===== src/rtl/rlphg_pkg.sv =====
// Package for the RFC 4175 line packet header generator.
// Holds register indexes, reset values and fixed header constants; no dependencies.
`timescale 1ns / 1ps
`default_nettype none

package rlphg_pkg;

  localparam int unsigned CFG_IDX_W  = 4;
  localparam int unsigned CFG_DATA_W = 32;

  localparam logic [CFG_IDX_W-1:0] REG_LINE_WIDTH   = 4'd0;
  localparam logic [CFG_IDX_W-1:0] REG_FRAME_HEIGHT = 4'd1;
  localparam logic [CFG_IDX_W-1:0] REG_BYTES_PIXEL  = 4'd2;
  localparam logic [CFG_IDX_W-1:0] REG_LINE_PAD     = 4'd3;
  localparam logic [CFG_IDX_W-1:0] REG_BASE_TS      = 4'd4;
  localparam logic [CFG_IDX_W-1:0] REG_START_SEQ    = 4'd5;
  localparam logic [CFG_IDX_W-1:0] REG_SOURCE_IP    = 4'd6;
  localparam logic [CFG_IDX_W-1:0] REG_DEST_IP      = 4'd7;

  localparam logic [11:0] RST_LINE_WIDTH   = 12'd640;
  localparam logic [11:0] RST_FRAME_HEIGHT = 12'd480;
  localparam logic [2:0]  RST_BYTES_PIXEL  = 3'd3;
  localparam logic [7:0]  RST_LINE_PAD     = 8'd64;
  localparam logic [31:0] RST_BASE_TS      = 32'd0;
  localparam logic [15:0] RST_START_SEQ    = 16'd0;
  localparam logic [31:0] RST_SOURCE_IP    = 32'hC0A8_0101;
  localparam logic [31:0] RST_DEST_IP      = 32'hC0A8_0102;

  localparam int unsigned TICKS_PER_FRAME_DEF = 3000;

  localparam int unsigned LINE_STORED_BIT = 30;

  localparam logic [15:0] UDP_RTP_HDR_BYTES = 16'd28;
  localparam logic [15:0] IP_HDR_BYTES      = 16'd20;
  localparam logic [15:0] IP_VER_IHL_TOS    = 16'h4500;
  localparam logic [15:0] IP_TTL_PROTO      = 16'h4011;
  localparam logic [15:0] CSUM_INIT         = IP_VER_IHL_TOS + IP_TTL_PROTO;

endpackage : rlphg_pkg

`default_nettype wire


===== src/rtl/rfc4175_line_packet_header_gen.sv =====
// Top level of the RFC 4175 line packet header generator.
// Uses rlphg_pkg for register indexes, reset values and header constants.
//
// Usage: each input beat on in_* carries one capture status word. When bit 30
// (line stored) is set, the block produces one output beat with the variable
// RTP/UDP/IPv4 header fields for the current line and then advances its line
// and sequence counters, and at a frame end its timestamp and buffer select.
// When bit 30 is clear the beat is consumed and nothing is produced or changed.
// A line-stored beat passes through the multiply, stride, UDP, IP, checksum
// and done states to the output register. All sums run on one shared 16-bit
// adder with an optional end-around carry: stride, UDP length, IP length and
// five checksum accumulation steps, so no new beat is accepted until the last
// one is through. A beat without the line-stored bit leaves the sequencer idle.
// in_stall is high while the sequencer is busy. A finished result sits in the
// output register while a new beat is accepted and worked on; if the receiver
// still stalls when the next result is ready, the sequencer waits.
// Reset (synchronous, active low) loads all configuration registers with their
// defaults, clears the line counter and buffer select, and loads the sequence
// and timestamp from the defaults. Configuration must be written while idle only; the block does not enforce it.
`timescale 1ns / 1ps
`default_nettype none

module rfc4175_line_packet_header_gen #(
  parameter int unsigned TICKS_PER_FRAME = rlphg_pkg::TICKS_PER_FRAME_DEF
) (
  input  wire logic                             clk,
  input  wire logic                             rst_n,
  input  wire logic                             cfg_wr_en,
  input  wire logic [rlphg_pkg::CFG_IDX_W-1:0]  cfg_index,
  input  wire logic [rlphg_pkg::CFG_DATA_W-1:0] cfg_data,
  input  wire logic                             in_valid,
  output logic                                  in_stall,
  input  wire logic [31:0]                      in_status_word,
  output logic                                  out_valid,
  input  wire logic                             out_stall,
  output logic                                  out_buffer_select,
  output logic [24:0]                           out_payload_offset,
  output logic [11:0]                           out_line_number,
  output logic [15:0]                           out_line_length,
  output logic [15:0]                           out_rtp_sequence,
  output logic [31:0]                           out_rtp_timestamp,
  output logic                                  out_marker,
  output logic [15:0]                           out_udp_length,
  output logic [15:0]                           out_ip_total_length,
  output logic [15:0]                           out_ip_checksum
);

  import rlphg_pkg::*;

  typedef enum logic [2:0] {
    ST_IDLE,
    ST_MUL,
    ST_STRIDE,
    ST_UDP,
    ST_IP,
    ST_CSUM,
    ST_DONE
  } state_t;

  state_t      state_r;
  logic [2:0]  word_cnt_r;

  logic [11:0] line_width_r;
  logic [11:0] frame_height_r;
  logic [2:0]  bytes_pixel_r;
  logic [7:0]  line_pad_r;
  logic [31:0] source_ip_r;
  logic [31:0] dest_ip_r;

  logic [11:0] line_cnt_r;
  logic [15:0] seq_cnt_r;
  logic [31:0] frame_ts_r;
  logic        buf_toggle_r;

  logic [14:0] line_bytes_r;
  logic [11:0] factor_r;
  logic        last_r;
  logic [15:0] stride_r;
  logic [24:0] offset_r;
  logic [15:0] udp_len_r;
  logic [15:0] ip_len_r;
  logic [15:0] acc_r;

  logic        out_valid_r;
  logic        out_buf_sel_r;
  logic [24:0] out_offset_r;
  logic [11:0] out_line_r;
  logic [15:0] out_len_r;
  logic [15:0] out_seq_r;
  logic [31:0] out_ts_r;
  logic        out_marker_r;
  logic [15:0] out_udp_r;
  logic [15:0] out_ip_r;
  logic [15:0] out_csum_r;

  logic [15:0] alu_a;
  logic [15:0] alu_b;
  logic        alu_eac;
  logic [16:0] alu_sum;
  logic [15:0] alu_y;

  logic        in_take;
  logic        out_free;
  logic        last_nxt;
  logic [11:0] factor_nxt;
  logic [12:0] line_inc;
  logic        frame_end;

  assign in_stall = (state_r != ST_IDLE);
  assign in_take  = in_valid && !in_stall;
  assign out_free = !out_valid_r || !out_stall;

  // Shared adder; the end-around carry gives ones'-complement addition.
  always_comb begin
    alu_a   = acc_r;
    alu_b   = 16'd0;
    alu_eac = 1'b0;
    case (state_r)
      ST_STRIDE: begin
        alu_a = {1'b0, line_bytes_r};
        alu_b = {8'd0, line_pad_r};
      end
      ST_UDP: begin
        alu_a = {1'b0, line_bytes_r};
        alu_b = UDP_RTP_HDR_BYTES;
      end
      ST_IP: begin
        alu_a = udp_len_r;
        alu_b = IP_HDR_BYTES;
      end
      ST_CSUM: begin
        alu_eac = 1'b1;
        case (word_cnt_r)
          3'd0:    alu_b = ip_len_r;
          3'd1:    alu_b = source_ip_r[31:16];
          3'd2:    alu_b = source_ip_r[15:0];
          3'd3:    alu_b = dest_ip_r[31:16];
          default: alu_b = dest_ip_r[15:0];
        endcase
      end
      default: begin
        alu_a = acc_r;
      end
    endcase
  end

  assign alu_sum = {1'b0, alu_a} + {1'b0, alu_b};
  assign alu_y   = alu_eac ? (alu_sum[15:0] + {15'd0, alu_sum[16]}) : alu_sum[15:0];

  assign last_nxt = (frame_height_r != 12'd0) && (line_cnt_r == (frame_height_r - 12'd1));

  always_comb begin
    if (line_cnt_r == 12'd0) begin
      factor_nxt = 12'd1;
    end else if (last_nxt) begin
      factor_nxt = frame_height_r - 12'd2;
    end else begin
      factor_nxt = line_cnt_r;
    end
  end

  assign line_inc  = {1'b0, line_cnt_r} + 13'd1;
  assign frame_end = (line_inc >= {1'b0, frame_height_r});

  always_ff @(posedge clk) begin
    if (!rst_n) begin
      state_r        <= ST_IDLE;
      word_cnt_r     <= 3'd0;
      line_width_r   <= RST_LINE_WIDTH;
      frame_height_r <= RST_FRAME_HEIGHT;
      bytes_pixel_r  <= RST_BYTES_PIXEL;
      line_pad_r     <= RST_LINE_PAD;
      source_ip_r    <= RST_SOURCE_IP;
      dest_ip_r      <= RST_DEST_IP;
      line_cnt_r     <= 12'd0;
      seq_cnt_r      <= RST_START_SEQ;
      frame_ts_r     <= RST_BASE_TS;
      buf_toggle_r   <= 1'b0;
      out_valid_r    <= 1'b0;
    end else begin
      if (out_valid_r && !out_stall && (state_r != ST_DONE)) begin
        out_valid_r <= 1'b0;
      end

      if (cfg_wr_en) begin
        case (cfg_index)
          REG_LINE_WIDTH:   line_width_r   <= cfg_data[11:0];
          REG_FRAME_HEIGHT: frame_height_r <= cfg_data[11:0];
          REG_BYTES_PIXEL:  bytes_pixel_r  <= cfg_data[2:0];
          REG_LINE_PAD:     line_pad_r     <= cfg_data[7:0];
          REG_BASE_TS:      frame_ts_r     <= cfg_data[31:0];
          REG_START_SEQ:    seq_cnt_r      <= cfg_data[15:0];
          REG_SOURCE_IP:    source_ip_r    <= cfg_data[31:0];
          REG_DEST_IP:      dest_ip_r      <= cfg_data[31:0];
          default: begin
          end
        endcase
      end

      case (state_r)
        ST_IDLE: begin
          if (in_take && in_status_word[LINE_STORED_BIT]) begin
            state_r <= ST_MUL;
          end
        end
        ST_MUL: begin
          line_bytes_r <= 15'(line_width_r * bytes_pixel_r);
          factor_r     <= factor_nxt;
          last_r       <= last_nxt;
          state_r      <= ST_STRIDE;
        end
        ST_STRIDE: begin
          stride_r <= alu_y;
          state_r  <= ST_UDP;
        end
        ST_UDP: begin
          udp_len_r <= alu_y;
          offset_r  <= 25'(stride_r * factor_r);
          state_r   <= ST_IP;
        end
        ST_IP: begin
          ip_len_r   <= alu_y;
          acc_r      <= CSUM_INIT;
          word_cnt_r <= 3'd0;
          state_r    <= ST_CSUM;
        end
        ST_CSUM: begin
          acc_r      <= alu_y;
          word_cnt_r <= word_cnt_r + 3'd1;
          if (word_cnt_r == 3'd4) begin
            state_r <= ST_DONE;
          end
        end
        ST_DONE: begin
          if (out_free) begin
            out_valid_r   <= 1'b1;
            out_buf_sel_r <= buf_toggle_r;
            out_offset_r  <= offset_r;
            out_line_r    <= line_cnt_r;
            out_len_r     <= {1'b0, line_bytes_r};
            out_seq_r     <= seq_cnt_r;
            out_ts_r      <= frame_ts_r;
            out_marker_r  <= last_r;
            out_udp_r     <= udp_len_r;
            out_ip_r      <= ip_len_r;
            out_csum_r    <= ~acc_r;
            seq_cnt_r     <= seq_cnt_r + 16'd1;
            if (frame_end) begin
              line_cnt_r   <= 12'd0;
              buf_toggle_r <= ~buf_toggle_r;
              frame_ts_r   <= frame_ts_r + 32'(TICKS_PER_FRAME);
            end else begin
              line_cnt_r <= line_inc[11:0];
            end
            state_r <= ST_IDLE;
          end
        end
        default: begin
          state_r <= ST_IDLE;
        end
      endcase
    end
  end

  assign out_valid           = out_valid_r;
  assign out_buffer_select   = out_buf_sel_r;
  assign out_payload_offset  = out_offset_r;
  assign out_line_number     = out_line_r;
  assign out_line_length     = out_len_r;
  assign out_rtp_sequence    = out_seq_r;
  assign out_rtp_timestamp   = out_ts_r;
  assign out_marker          = out_marker_r;
  assign out_udp_length      = out_udp_r;
  assign out_ip_total_length = out_ip_r;
  assign out_ip_checksum     = out_csum_r;

endmodule : rfc4175_line_packet_header_gen

`default_nettype wire

===== config.mk =====
export PLATFORM = sky130hd
export DESIGN_NAME = rfc4175_line_packet_header_gen
export DESIGN_NICKNAME = d
export VERILOG_FILES = /design/src/rtl/rlphg_pkg.sv /design/src/rtl/rfc4175_line_packet_header_gen.sv
export SDC_FILE = /design/constraint.sdc
export NUM_CORES = 1
export LEC_CHECK = 0
export BUFFER_PORTS_ARGS = -buffer_cell sky130_fd_sc_hd__buf_2
export CORE_MARGIN = 2
export CORE_UTILIZATION = 30
export CTS_BUF_LIST = sky130_fd_sc_hd__clkbuf_8 sky130_fd_sc_hd__clkbuf_16
export CTS_CLUSTER_SIZE = 8
export DETAILED_ROUTE_END_ITERATION = 16
export MAX_ROUTING_LAYER = met4
export SLEW_MARGIN = 5
export SYNTH_ARGS = -nofsm -noshare
export SYNTH_HDL_FRONTEND = slang
export SYNTH_SLANG_ARGS = --single-unit

===== constraint.sdc =====
create_clock -name clk -period 14.1 [get_ports clk]
set_input_delay 3.525 -clock clk [delete_from_list [all_inputs] [get_ports clk]]
set_output_delay 3.525 -clock clk [all_outputs]
set_load 0.02 [all_outputs]

Word-level counts from Yosys, hierarchy flattened
Cells that the tools add are included.
- $add $sub $neg: 8
- $mul: 2
- magnitude comparators: 1
- eq/ne operators: 22
- mux-type cells: 25
- bitwise gates (word level): 2
- reduce and logical (&&, ||, !) cells: 32
- operators by type and width (kind ; number):
    $mux 32 ; 5
    $pmux 16 s4 ; 2
    $mux 16 ; 5
    $pmux 16 s2 ; 2
    $add 32x12->32 const B ; 1
    $mul 16x12->25 ; 1
    $mux 12 ; 2
    $reduce_and 2->1 ; 12
    $pmux 3 s7 ; 1
    $add 16x16->17 ; 1
    $add 16x1->16 ; 1
    $add 16x1->16 const B ; 1
    $eq 4x3->1 const B ; 4
    $not 16->16 ; 1
    $mul 12x3->15 ; 1
    $add 12x1->13 const B ; 1
    $ge 13x12->1 ; 1
    $eq 12x12->1 ; 1
    $eq 3x2->1 const B ; 4
    $eq 3x3->1 const B ; 4
    $logic_not 12->1 ; 1
    $reduce_bool 12->1 ; 1
    $sub 12x1->12 const B ; 1
    $sub 12x2->12 const B ; 1
    19 further kinds ; 37
- bits in registers: 434
- bits of input ports: 73
- output and inout bits: 153
- word-level logic and storage cells: 123

Depth between registers and ports, before layout
Gate-level depths: netlist of the first run.
- word-level depth: 7
- depth in mapped cells: 27

Worst setup path after synthesis of the first run
Ideal clock, no wire load.
- kind: input-to-reg
- from: in out_stall
- to: reg out_buf_sel_r, in the netlist out_buffer_select (enable)
- library setup time: 0.662 ns
- data arrival time: 10.484 ns
- required time: 13.438 ns
- slack: 2.953 ns
- stages: 6
- buffers on the path: 3
- path through: nand2_1 > nand2b_1 > clkbuf_1 > clkbuf_1 > clkbuf_1 > nor2_1
- longest elaborated chain between the ends: 3
- ends and longest elaborated chain (item ; line ; source):
    start, declared ; rfc4175_line_packet_header_gen.sv:35 ; input wire logic out_stall,
    $logic_not 1->1 ; rfc4175_line_packet_header_gen.sv:111 ; assign out_free = !out_valid_r || !out_stall;
    $logic_or 1x1->1 ; rfc4175_line_packet_header_gen.sv:111 ;
    $reduce_and 3->1 (no line) ; n/a ;
    end signal, assigned ; rfc4175_line_packet_header_gen.sv:237 ; out_buf_sel_r <= buf_toggle_r;
    end, declared ; rfc4175_line_packet_header_gen.sv:85 ; logic out_buf_sel_r;
Every way passes these cells.
A chain may end at the register's enable or synchronous reset.

Final worst setup path of the first run
- from: reg word_cnt_r[0]
- to: reg stride_r[9] (data pin)
- longest elaborated chain between the ends: 6
- elaborated cells between the ends (all ways): 9
- classes of those cells: 2 x add/sub; 3 x eq/ne; 3 x mux; 1 x reduce/logical
- ends and longest elaborated chain (item ; line ; source):
    start, declared ; rfc4175_line_packet_header_gen.sv:61 ; logic [2:0] word_cnt_r;
    start signal, assigned ; rfc4175_line_packet_header_gen.sv:229 ; word_cnt_r <= word_cnt_r + 3'd1;
    $eq 3x2->1, or another cell as far along ; rfc4175_line_packet_header_gen.sv:133 ; case (word_cnt_r)
    $pmux 16 s4 * ; rfc4175_line_packet_header_gen.sv:133 ;
    $pmux 16 s4 * ; rfc4175_line_packet_header_gen.sv:118 ; case (state_r)
    $add 16x16->17 * ; rfc4175_line_packet_header_gen.sv:147 ; assign alu_sum = {1'b0, alu_a} + {1'b0, alu_b};
    $add 16x1->16 ; rfc4175_line_packet_header_gen.sv:148 ; assign alu_y = alu_eac ? (alu_sum[15:0] + {15'd0, alu_sum[16]}) : alu_sum[15:0];
    $mux 16 * ; rfc4175_line_packet_header_gen.sv:148 ;
    via alu_y[9] ; rfc4175_line_packet_header_gen.sv:100 ; logic [15:0] alu_y;
    end signal, assigned ; rfc4175_line_packet_header_gen.sv:213 ; stride_r <= alu_y;
    end, declared ; rfc4175_line_packet_header_gen.sv:78 ; logic [15:0] stride_r;
Mark *: on every way through the listed nets, which the timed path passes. The rest lies on a longest branch.

==> results of run 1 <==
[Yosys cell counts (34+ instances only)]
master | instances | area, µm²
a21oi_1 | 146 | 731
a22oi_1 | 34 | 255
and2_1 | 75 | 469
clkbuf_1 | 108 | 405
dfxtp_1 | 167 | 3340
edfxtp_1 | 267 | 8020
fa_1 | 150 | 3000
ha_1 | 111 | 1390
inv_1 | 263 | 987
nand2_1 | 466 | 1750
nand3_1 | 70 | 350
nor2_1 | 112 | 420
nor3_1 | 53 | 265
o21ai_0 | 53 | 265
xnor2_1 | 69 | 604
[kinds of logic (layout without fill, tap and decap cells)]
| family | Yosys count | count (layout) | synth area share |
|---|---|---|---|
| multiplexers | 29 | 29 | 0.0115 |
| flip-flops | 434 | 434 | 0.447 |
| buffers and inverters | 399 | 582 | 0.0603 |
| AND/OR/NAND/NOR | 914 | 914 | 0.164 |
| adder cells (fa/ha/maj) | 261 | 261 | 0.173 |
| AO/OA/AOI/OAI | 420 | 420 | 0.111 |
| other | 1 | 12 | 0.000147 |
| XOR/XNOR | 96 | 96 | 0.0331 |
[layout by cell type (no fill, tap or decap), drive strengths merged, types with 13 or more instances in the layout]
cell type	netlist	final
nor2	116	116
a21o	18	18
mux2i	28	28
o21ai	54	54
inv	265	298
or3	13	13
a211oi	25	25
buf	26	217
a22oi	34	34
and2	76	76
xor2	27	27
nor3	53	53
nand4	13	13
and3	34	34
dfxtp	167	167
o211ai	14	14
a221o	16	16
edfxtp	267	267
a21oi	148	148
fa	150	150
nand2	466	466
clkbuf	108	61
xnor2	69	69
a31oi	25	25
ha	111	111
nor4	14	14
nor2b	13	13
nand3	72	72
[registers in the layout, indices dropped and copies added (netlist names), 25 cells and up]
| name | flops |
|---|---|
| source_ip_r | 32 |
| dest_ip_r | 32 |
| out_payload_offset | 25 |
| offset_r | 25 |
| frame_ts_r | 32 |
| out_rtp_timestamp | 32 |
[layout make-up]
class / instances / share of cell area
Multi-Input combinational cell: 1721 / 0.430
Sequential cell: 434 / 0.388
Clock buffer: 61 / 0.0521
Tap cell: 1134 / 0.0484
Timing Repair Buffer: 217 / 0.0391
Inverter: 265 / 0.0341
Clock inverter: 39 / 0.00748
Antenna cell: 11 / 0.000940
[path summary, 6_finish.rpt]
| check | cells after the start | to | from |
|---|---|---|---|
| setup / recovery | 24 | stride_r[9]$_DFFE_PP_ | word_cnt_r[0]$_SDFFE_PN0N_ |
| hold / removal | 0 | out_payload_offset[24]$_DFFE_PP_ | offset_r[24]$_DFFE_PP_ |
| setup reg to reg | 24 | stride_r[9]$_DFFE_PP_ | word_cnt_r[0]$_SDFFE_PN0N_ |
| hold reg to reg | 0 | out_payload_offset[24]$_DFFE_PP_ | offset_r[24]$_DFFE_PP_ |
[power breakdown]
part	leakage [nW]	internal (mW)	total [mW]	switching [mW]
sequential	3.80	1.36	1.38	0.0150
combinational	6.97	0.141	0.345	0.204
clock	0.969	0.770	1.32	0.553
total	11.7	2.28	3.05	0.772
[stage by stage]
step | instances | utilization
finish | 3882 | 0.349
global route | 3882 | 0.349
floorplan | 2554 | -
global placement | 3771 | 0.328
CTS | 3871 | 0.349
detailed placement | 3771 | 0.328
[metal layers]
layer | GRT usage | vias up
li1 | - | 9006
met1 | 0.214 | 9175
met2 | 0.264 | 524
met3 | 0.0370 | 130
met4 | 0.0591 | 0
met5 | - | -
[worst max-delay path, cell delays in order (launching register included)]
cell and delay (ns):
dfxtp_1 0.35, ha_1 0.21, ha_1 0.45, nor4_2 0.35
buf_4 0.27, nand2_1 0.08, a31oi_1 0.29, a21oi_1 0.08
nor2_1 0.15, ha_1 0.24, fa_1 0.27, a211oi_1 0.12
o21ai_0 0.49, nand3_1 0.23, a21oi_1 0.25, o311a_1 0.21
o21ai_0 0.08, nand2b_1 0.14, ha_1 0.18, and3_1 0.21
and3_1 0.22, and3_1 0.32, and2_0 0.33, nand2_1 0.11
xnor2_1 0.59
==> summary.txt, run 1 <==
GRT
  – Vias in the first global route: 18000
  – GRT Resource Usage Total: 0.168
  – Initial antenna violation count: 11
  – Largest net degree at the start of global routing: 84
  – First-pass GRT wire length: 109000 µm
  – Total grt overflow: 0

Clock tree
  – Clk sinks: 434
  – # resized after CTS: 0
  – Hold_buf cts: 0
  – Max Buffers Root-to-Sink: 3
  – Clk root buf: clkbuf_16
  – CTS tree: yes
  – Worst-Skew Late Latency: 0.65 ns
  – H-tree lvl count: 2
  – Setup Buffers After CTS: 0
  – Worst-path clk slew: approximately 0.05 ns
  – Cts bufs inserted: 61

Synthesis
  – Number of distinct library cells after synthesis: 85
  – Fraction of registers with async set/reset: 0
  – Number of synthesized flops with an enable pin: 267
  – Post-synthesis area per instance: roughly 10 µm²
  – Most used flip-flop cell after synthesis: edfxtp_1
  – Synthesized net count: 2888
  – Mapped Area: 25400 µm²
  – Synth warnings: 0
  – Register area share after synthesis: 0.447
  – Number of synthesized register bits: 434
  – Post-Syn Instances: 2554

Drt
  – DR iter-0 viols: 1171
  – DRT antenna net count: 0
  – Routed Wire Length: around 72000 µm
  – WL met3: roughly 4500 µm
  – DR vias/cell: 4.85
  – Drt pass-1 iters: 5
  – Uppermost layer routed: met4
  – Residual DRC: 0
  – Met1 WL: 31400 µm
  – WL met2: 33400 µm
  – Total number of vias: 18800
  – Wirelength per Cell: 18.5 µm

Floorplanning
  – Die height: 295 µm
  – Core area: 83800 µm²
  – Placement row count: 106
  – Starting Density: 0.303
  – Die area: 87100 µm²
  – # IOs: 226
  – Die X: 295 µm

Critical path
  – Critical path capture point type: flip-flop
  – Worst-path fanout max: 17
  – Worst setup slack for register-to-register paths: 7.56 ns
  – CP Class: reg -> reg
  – Critical path data arrival time: 6.85 ns
  – Worst endpoint required time: about 14 ns
  – CP startpoint kind: flip-flop

Timing
  – RSZ-0062 raised after global routing: false
  – Worst rel slew slack: 0.199
  – Setup TNS: 0 ns
  – Actual slew at the worst max-slew pin: between 1 and 1.5 ns
  – Final setup violation count: 0
  – Fin worst setup slack: 7.56 ns
  – Slew Limit Fails: 0
  – Tcrit/Tclk final: 0.464
  – Final hold violations: 0
  – Fin crit period: roughly 6.5 ns
  – Hold Slack: 0.414 ns
  – F_max: 0.153 GHz
  – Final Skew: roughly 0.050 ns

Pwr
  – Power Dens Cells: 104 nW/µm²
  – Total power: 3.05 mW
  – P_leak: approximately 12 nW
  – Worst vdd ir: around 0.071 mV

Run
  – MaxCap Viol Count: 0

Final layout
  – Fin area: 29300 µm²
  – Synth-to-Final Area Change: 15.1%
  – FF/Latch Area: 11400 µm²
  – Multi-input gate area: 12600 µm²
  – Fill cells: 8560
  – Layout cell share with drive strength beyond 1: 0.119
  – Final nets: around 3000

Hold path
  – Hold Crit Class: reg -> reg

Placement
  – Port bufs: approximately 190
  – Placed Area: ~28000 µm²
  – Hpwl dp: 52700 µm
  – Dpl ws: approximately 7.6 ns
  – GPL Wtd Cong: 0.882

Run status
  – Status: completed
(Power assumes the default switching activity.)
==> run 2, diff against run 1 <==
clock period = 5.2 ns   (was 14.1 ns; I/O delays follow)
==> run 2 against run 1 <==
  * The run now ends with setup timing left
  * Die area unchanged
  * Core utilization increased by 2.7 points
  * Combinational power rose to 4.3 times the previous value
  * Worst hold slack got worse by 0.0043 ns
  * Critical path depth decreased by 6
  * Maximum frequency grew 23%
  * Non-clock buffer count grew 202
  * Largest cell class unchanged
  * Largest power group unchanged
==> summary.txt, run 2 (synthesis gave the netlist of run 1 again) <==
Clock tree
  – CTS tree: yes
  – Clk sinks: 434
  – H-tree lvl count: 2
  – Max Buffers Root-to-Sink: 3
  – Worst-Skew Late Latency: about 0.63 ns
  – Clk root buf: clkbuf_16
  – Cts bufs inserted: 61
  – Worst-path clk slew: 0.05 ns

Placement
  – Port bufs: 193
  – Hpwl dp: 54800 µm
  – GPL Wtd Cong: 0.894

Timing
  – Final hold violations: 0
  – Slew Limit Fails: 0
  – Hold Slack: a little over 0.4 ns
  – Fin crit period: 5.31 ns
  – Tcrit/Tclk final: 1.02
  – Actual slew at the worst max-slew pin: 1.12 ns
  – Fin worst setup slack: -0.108 ns
  – Worst rel slew slack: 0.251
  – Final setup violation count: 3
  – RSZ-0062 raised after global routing: true
  – Final Skew: 0.0305 ns
  – F_max: 0.188 GHz

Critical path
  – Critical path data arrival time: approximately 5.7 ns
  – Critical path capture point type: flip-flop
  – CP startpoint kind: flip-flop
  – Reg2reg start: stride_r[5]$_DFFE_PP_
  – Reg-to-reg endpoint: offset_r[24]$_DFFE_PP_
  – R2R depth: 18
  – Worst setup slack for register-to-register paths: -0.11 ns
  – Worst-path fanout max: 5
  – CP startpoint: stride_r[5]$_DFFE_PP_
  – End of the critical path: offset_r[24]$_DFFE_PP_
  – CP Class: reg -> reg
  – Worst endpoint required time: around 5.6 ns

GRT
  – Total grt overflow: 0
  – Initial antenna violation count: 11
  – Largest net degree at the start of global routing: 85
  – First-pass GRT wire length: 110000 µm
  – Vias in the first global route: 18900
  – GRT Resource Usage Total: 0.168

Floorplanning
  – Placement row count: ~110
  – Die area: 87100 µm²
  – Die height: 295 µm
  – # IOs: ~230
  – Core area: about 84000 µm²
  – Die X: around 300 µm
  – Starting Density: 0.303

Pwr
  – Clock power frac: 0.410
  – P_leak: 12.9 nW
  – Comb power frac: 0.168
  – Internal power: 6.54 mW
  – Total power: 8.83 mW
  – P_sw: approximately 2.3 mW
  – Net Sw Frac: 0.259
  – Seq pwr share: 0.422
  – Worst vdd ir: 0.230 mV
  – Power Dens Cells: 280 nW/µm²

Drt
  – DRT antenna net count: 0
  – WL met2: 35200 µm
  – Routed Wire Length: approximately 73000 µm
  – WL met3: 3960 µm
  – DR vias/cell: around 4.8
  – Drt pass-1 iters: 5
  – Total number of vias: 19600
  – Met1 WL: between 30000 and 40000 µm
  – Uppermost layer routed: met4
  – DR iter-0 viols: around 1200
  – Wirelength per Cell: 17.9 µm
  – Residual DRC: 0

Final layout
  – Layout cell share with drive strength beyond 1: 0.216
  – Synth-to-Final Area Change: 24.0%
  – Most frequent cells in the layout: nand2_1 (451), inv_1 (286), edfxtp_1 (267)
  – FF/Latch Area: 11400 µm²
  – Multi-input gate area: 13200 µm²
  – Most common cell after layout, fill and taps aside: nand2_1
  – Final nets: approximately 3200
  – Fill cells: between 8000 and 9000

Run status
  – Failing checks: setup timing
  – Status: complete, but fails checks

Hold path
  – Hold Crit Class: reg -> reg

Run
  – MaxCap Viol Count: 0
==> run 2: what timing repair did <==
item | CTS | global route
hold endpoints to repair | 0 | 0
gates resized for setup | 38 | 115
buffers inserted | 18 | 18
hold buffers | 0 | 0
pin swaps | 35 | 96
setup endpoints to repair | 32 | 47
==> run 2: cell type report <==
class                   instances  area share
multi-input cells            1721       0.418
flip-flops and latches        434       0.360
repair buffers                419      0.0878
clock buffers                  62      0.0488
well taps                    1134      0.0450
inverters                     265      0.0316
clock inverters                47     0.00786
diodes                         11    0.000873
==> run 2: metal layers <==
layer | up-vias | GRT usage
met5 | - | -
met4 | 0 | 0.0452
met3 | 116 | 0.0314
met2 | 446 | 0.276
met1 | 9634 | 0.212
li1 | 9412 | -
==> run 2: worst min-delay path by stage <==
stage | from | end | slack (ns) | depth (start not counted)
floorplan | last_r$_DFFE_PP_ | out_marker$_DFFE_PP_ | 0.40 | 0
global placement | offset_r[12]$_DFFE_PP_ | out_payload_offset[12]$_DFFE_PP_ | 0.40 | 0
detailed placement | offset_r[14]$_DFFE_PP_ | out_payload_offset[14]$_DFFE_PP_ | 0.40 | 0
CTS | offset_r[15]$_DFFE_PP_ | out_payload_offset[15]$_DFFE_PP_ | 0.41 | 0
global route | offset_r[14]$_DFFE_PP_ | out_payload_offset[14]$_DFFE_PP_ | 0.43 | 0
finish | offset_r[15]$_DFFE_PP_ | out_payload_offset[15]$_DFFE_PP_ | 0.41 | 0
==> run 2: power by group through the flow <==
stage / Combinational, mW / Clock, mW / Sequential, mW
floorplan: 0.740 / 0 / 3.78
global placement: 1.12 / 0 / 3.80
detailed placement: 1.13 / 0 / 3.80
CTS: 1.27 / 3.71 / 3.73
global route: 1.64 / 3.86 / 3.73
finish: 1.48 / 3.62 / 3.73
==> run 2: worst max-delay path, stage by stage, from the launching register on <==
cell and delay, ns:
edfxtp_1 0.47, buf_6 0.14, nand2_2 0.06, fa_1 0.53
inv_1 0.06, fa_1 0.52, fa_1 0.54, fa_1 0.50
inv_1 0.06, fa_1 0.53, inv_1 0.06, ha_4 0.27
o211ai_1 0.09, a211o_1 0.34, a31oi_4 0.18, a21bo_2 0.19
a211oi_2 0.08, o21a_1 0.18, a211o_1 0.26
==> run 2: metrics by stage <==
step / cell area (µm²) / setup TNS, ns / util / setup WS (ns) / instances
finish: 31500 / -0.296 / 0.376 / -0.108 / 4093
global route: 31500 / -1.21 / 0.376 / -0.271 / 4091
detailed placement: 28800 / -3.82 / 0.344 / -0.305 / 3939
floorplan: 25500 / 0 / - / 0.00487 / 2554
CTS: 30900 / -0.420 / 0.369 / -0.172 / 4066
global placement: 28800 / -3.54 / 0.344 / -0.270 / 3939
==> run 3, diff against run 2 <==
SKIP_CTS_REPAIR_TIMING = 1   (was not set)
==> run 3 against run 2 <==
  * The flow still finishes with violations (setup timing)
  * Non-clock buffer count fell by 21
  * Sequential power hardly changed
  * Clock power barely moved
  * Power shrank 1.2%
  * Critical path depth up 1
  * Sequential share of layout area rose by 0.43 points
  * Critical endpoint unchanged
  * Largest power group unchanged
==> summary.txt, run 3 (synthesis gave the netlist of run 1 again) <==
Run status
  – Status: complete, but fails checks
  – Failing checks: setup timing

Drt
  – DR vias/cell: 4.78
  – Total number of vias: 19500
  – Residual DRC: 0
  – WL met2: approximately 35000 µm
  – Wirelength per Cell: roughly 18 µm
  – WL met3: 4270 µm
  – Routed Wire Length: 72500 µm
  – Met1 WL: roughly 32000 µm
  – Uppermost layer routed: met4
  – DRT antenna net count: 0
  – Drt pass-1 iters: 5
  – DR iter-0 viols: roughly 1200

Final layout
  – Multi-input gate area: around 13000 µm²
  – Most common cell after layout, fill and taps aside: nand2_1
  – FF/Latch Area: 11400 µm²
  – Most frequent cells in the layout: nand2_1 (461), inv_1 (298), edfxtp_1 (267)
  – Finished Layout Cells: 4072
  – Layout cell share with drive strength beyond 1: 0.196
  – Synth-to-Final Area Change: 22.5%
  – Fill cells: 8416
  – Final nets: 3215

Critical path
  – CP most frequent cell: fa_1
  – CP Class: reg -> reg
  – Worst-path fanout max: 5
  – CP delay by family, top: adder cells
  – Cell at the slowest stage of the critical path: fa_1
  – Critical path capture point type: flip-flop
  – WP buf/inv: 4
  – Worst endpoint required time: between 5 and 6 ns
  – Critical path data arrival time: around 5.7 ns
  – CP cell instances: and2_4 -> fa_1 -> inv_1 -> fa_1 -> inv_1 -> fa_1 -> fa_1 -> inv_1 -> fa_1 -> inv_2 -> ha_4 -> a21o_1 -> nor3_2 -> a211o_1 -> a31oi_4 -> a21bo_4 -> a211oi_4 -> nor2_2 -> a211o_1
  – Worst stage delay on the critical path: 0.53 ns
  – CP startpoint kind: flip-flop

Pwr
  – Worst vdd ir: 0.229 mV
  – P_leak: between 10 and 15 nW
  – Power Dens Cells: between 200 and 300 nW/µm²

Timing
  – Actual slew at the worst max-slew pin: ~1.1 ns
  – F_max: 0.186 GHz
  – Worst rel slew slack: 0.261
  – Hold Slack: about 0.4 ns
  – Tcrit/Tclk final: 1.03
  – RSZ-0062 raised after global routing: true
  – Fin crit period: 5.36 ns
  – Final setup violation count: 6
  – Slew Limit Fails: 0
  – Fin worst setup slack: -0.163 ns
  – Final hold violations: 0
  – Final Skew: approximately 0.032 ns

Clock tree
  – Worst-path clk slew: 0.05 ns
  – Clk root buf: clkbuf_16
  – CTS tree: yes
  – H-tree lvl count: 2
  – Cts bufs inserted: 61
  – Clk sinks: 434
  – Max Buffers Root-to-Sink: 3
  – Worst-Skew Late Latency: 0.63 ns

GRT
  – GRT Resource Usage Total: 0.167
  – First-pass GRT wire length: about 110000 µm
  – Initial antenna violation count: 10
  – Vias in the first global route: 18800
  – Total grt overflow: 0
  – Largest net degree at the start of global routing: 85

Floorplanning
  – Die area: 87100 µm²
  – Core area: 83800 µm²
  – Placement row count: roughly 110
  – # IOs: about 230
  – Starting Density: 0.303
  – Die X: between 200 and 300 µm
  – Die height: 295 µm

Placement
  – Port bufs: 193
  – GPL Wtd Cong: 0.894
  – Cell Count Post-Placement: 3939
  – Hpwl dp: roughly 55000 µm

Hold path
  – Hold Crit Class: reg -> reg

Run
  – MaxCap Viol Count: 0
-- run 3: cell types whose count changed in the layout (fill, tap and decap cells not counted), moves of 8 or more --
cell and delta:
buf_6 -12, inv_1 +12, inv_2 -12, nand2_1 +10, buf_4 -9, ha_1 +9
nand2_2 -9, ha_4 -8
-- run 3: report_power, final --
| group | switching (mW) | internal [mW] | total, mW |
|---|---|---|---|
| Combinational | 0.721 | 0.654 | 1.37 |
| Clock | 1.51 | 2.11 | 3.62 |
| Sequential | 0.0288 | 3.70 | 3.73 |
-- run 3: layout make-up --
cell class | instances | area share
Tap cell | 1134 | 0.0455
Sequential cell | 434 | 0.365
Antenna cell | 11 | 0.000883
Inverter | 265 | 0.0320
Multi-Input combinational cell | 1721 | 0.417
Clock buffer | 62 | 0.0494
Timing Repair Buffer | 398 | 0.0824
Clock inverter | 47 | 0.00795
-- run 3: path summary, 6_finish.rpt --
| kind | from | end | slack (ns) | cells after the start |
|---|---|---|---|---|
| setup / recovery | stride_r[3]$_DFFE_PP_ | offset_r[24]$_DFFE_PP_ | -0.16 | 19 |
| hold / removal | offset_r[15]$_DFFE_PP_ | out_payload_offset[15]$_DFFE_PP_ | 0.41 | 0 |
| setup reg to reg | stride_r[3]$_DFFE_PP_ | offset_r[24]$_DFFE_PP_ | -0.16 | 19 |
| hold reg to reg | offset_r[15]$_DFFE_PP_ | out_payload_offset[15]$_DFFE_PP_ | 0.41 | 0 |
-- run 3: per-layer routing --
metal | up-vias | GRT usage
li1 | 9366 | -
met1 | 9507 | 0.210
met2 | 488 | 0.274
met3 | 118 | 0.0323
met4 | 0 | 0.0447
met5 | - | -
-- run 3: through the flow --
stage / total power [mW] / utilization / instance area [µm²] / setup slack, ns / setup TNS, ns
after global routing: 9.11 / 0.372 / 31200 / -0.358 / -1.85
after detailed placement: 4.93 / 0.344 / 28800 / -0.305 / -3.82
after global placement: 4.91 / 0.344 / 28800 / -0.270 / -3.54
after CTS: 8.58 / 0.365 / 30600 / -0.319 / -4.97
after floorplan: 4.52 / - / 25500 / 0.00487 / 0
final: 8.73 / 0.372 / 31200 / -0.163 / -0.449
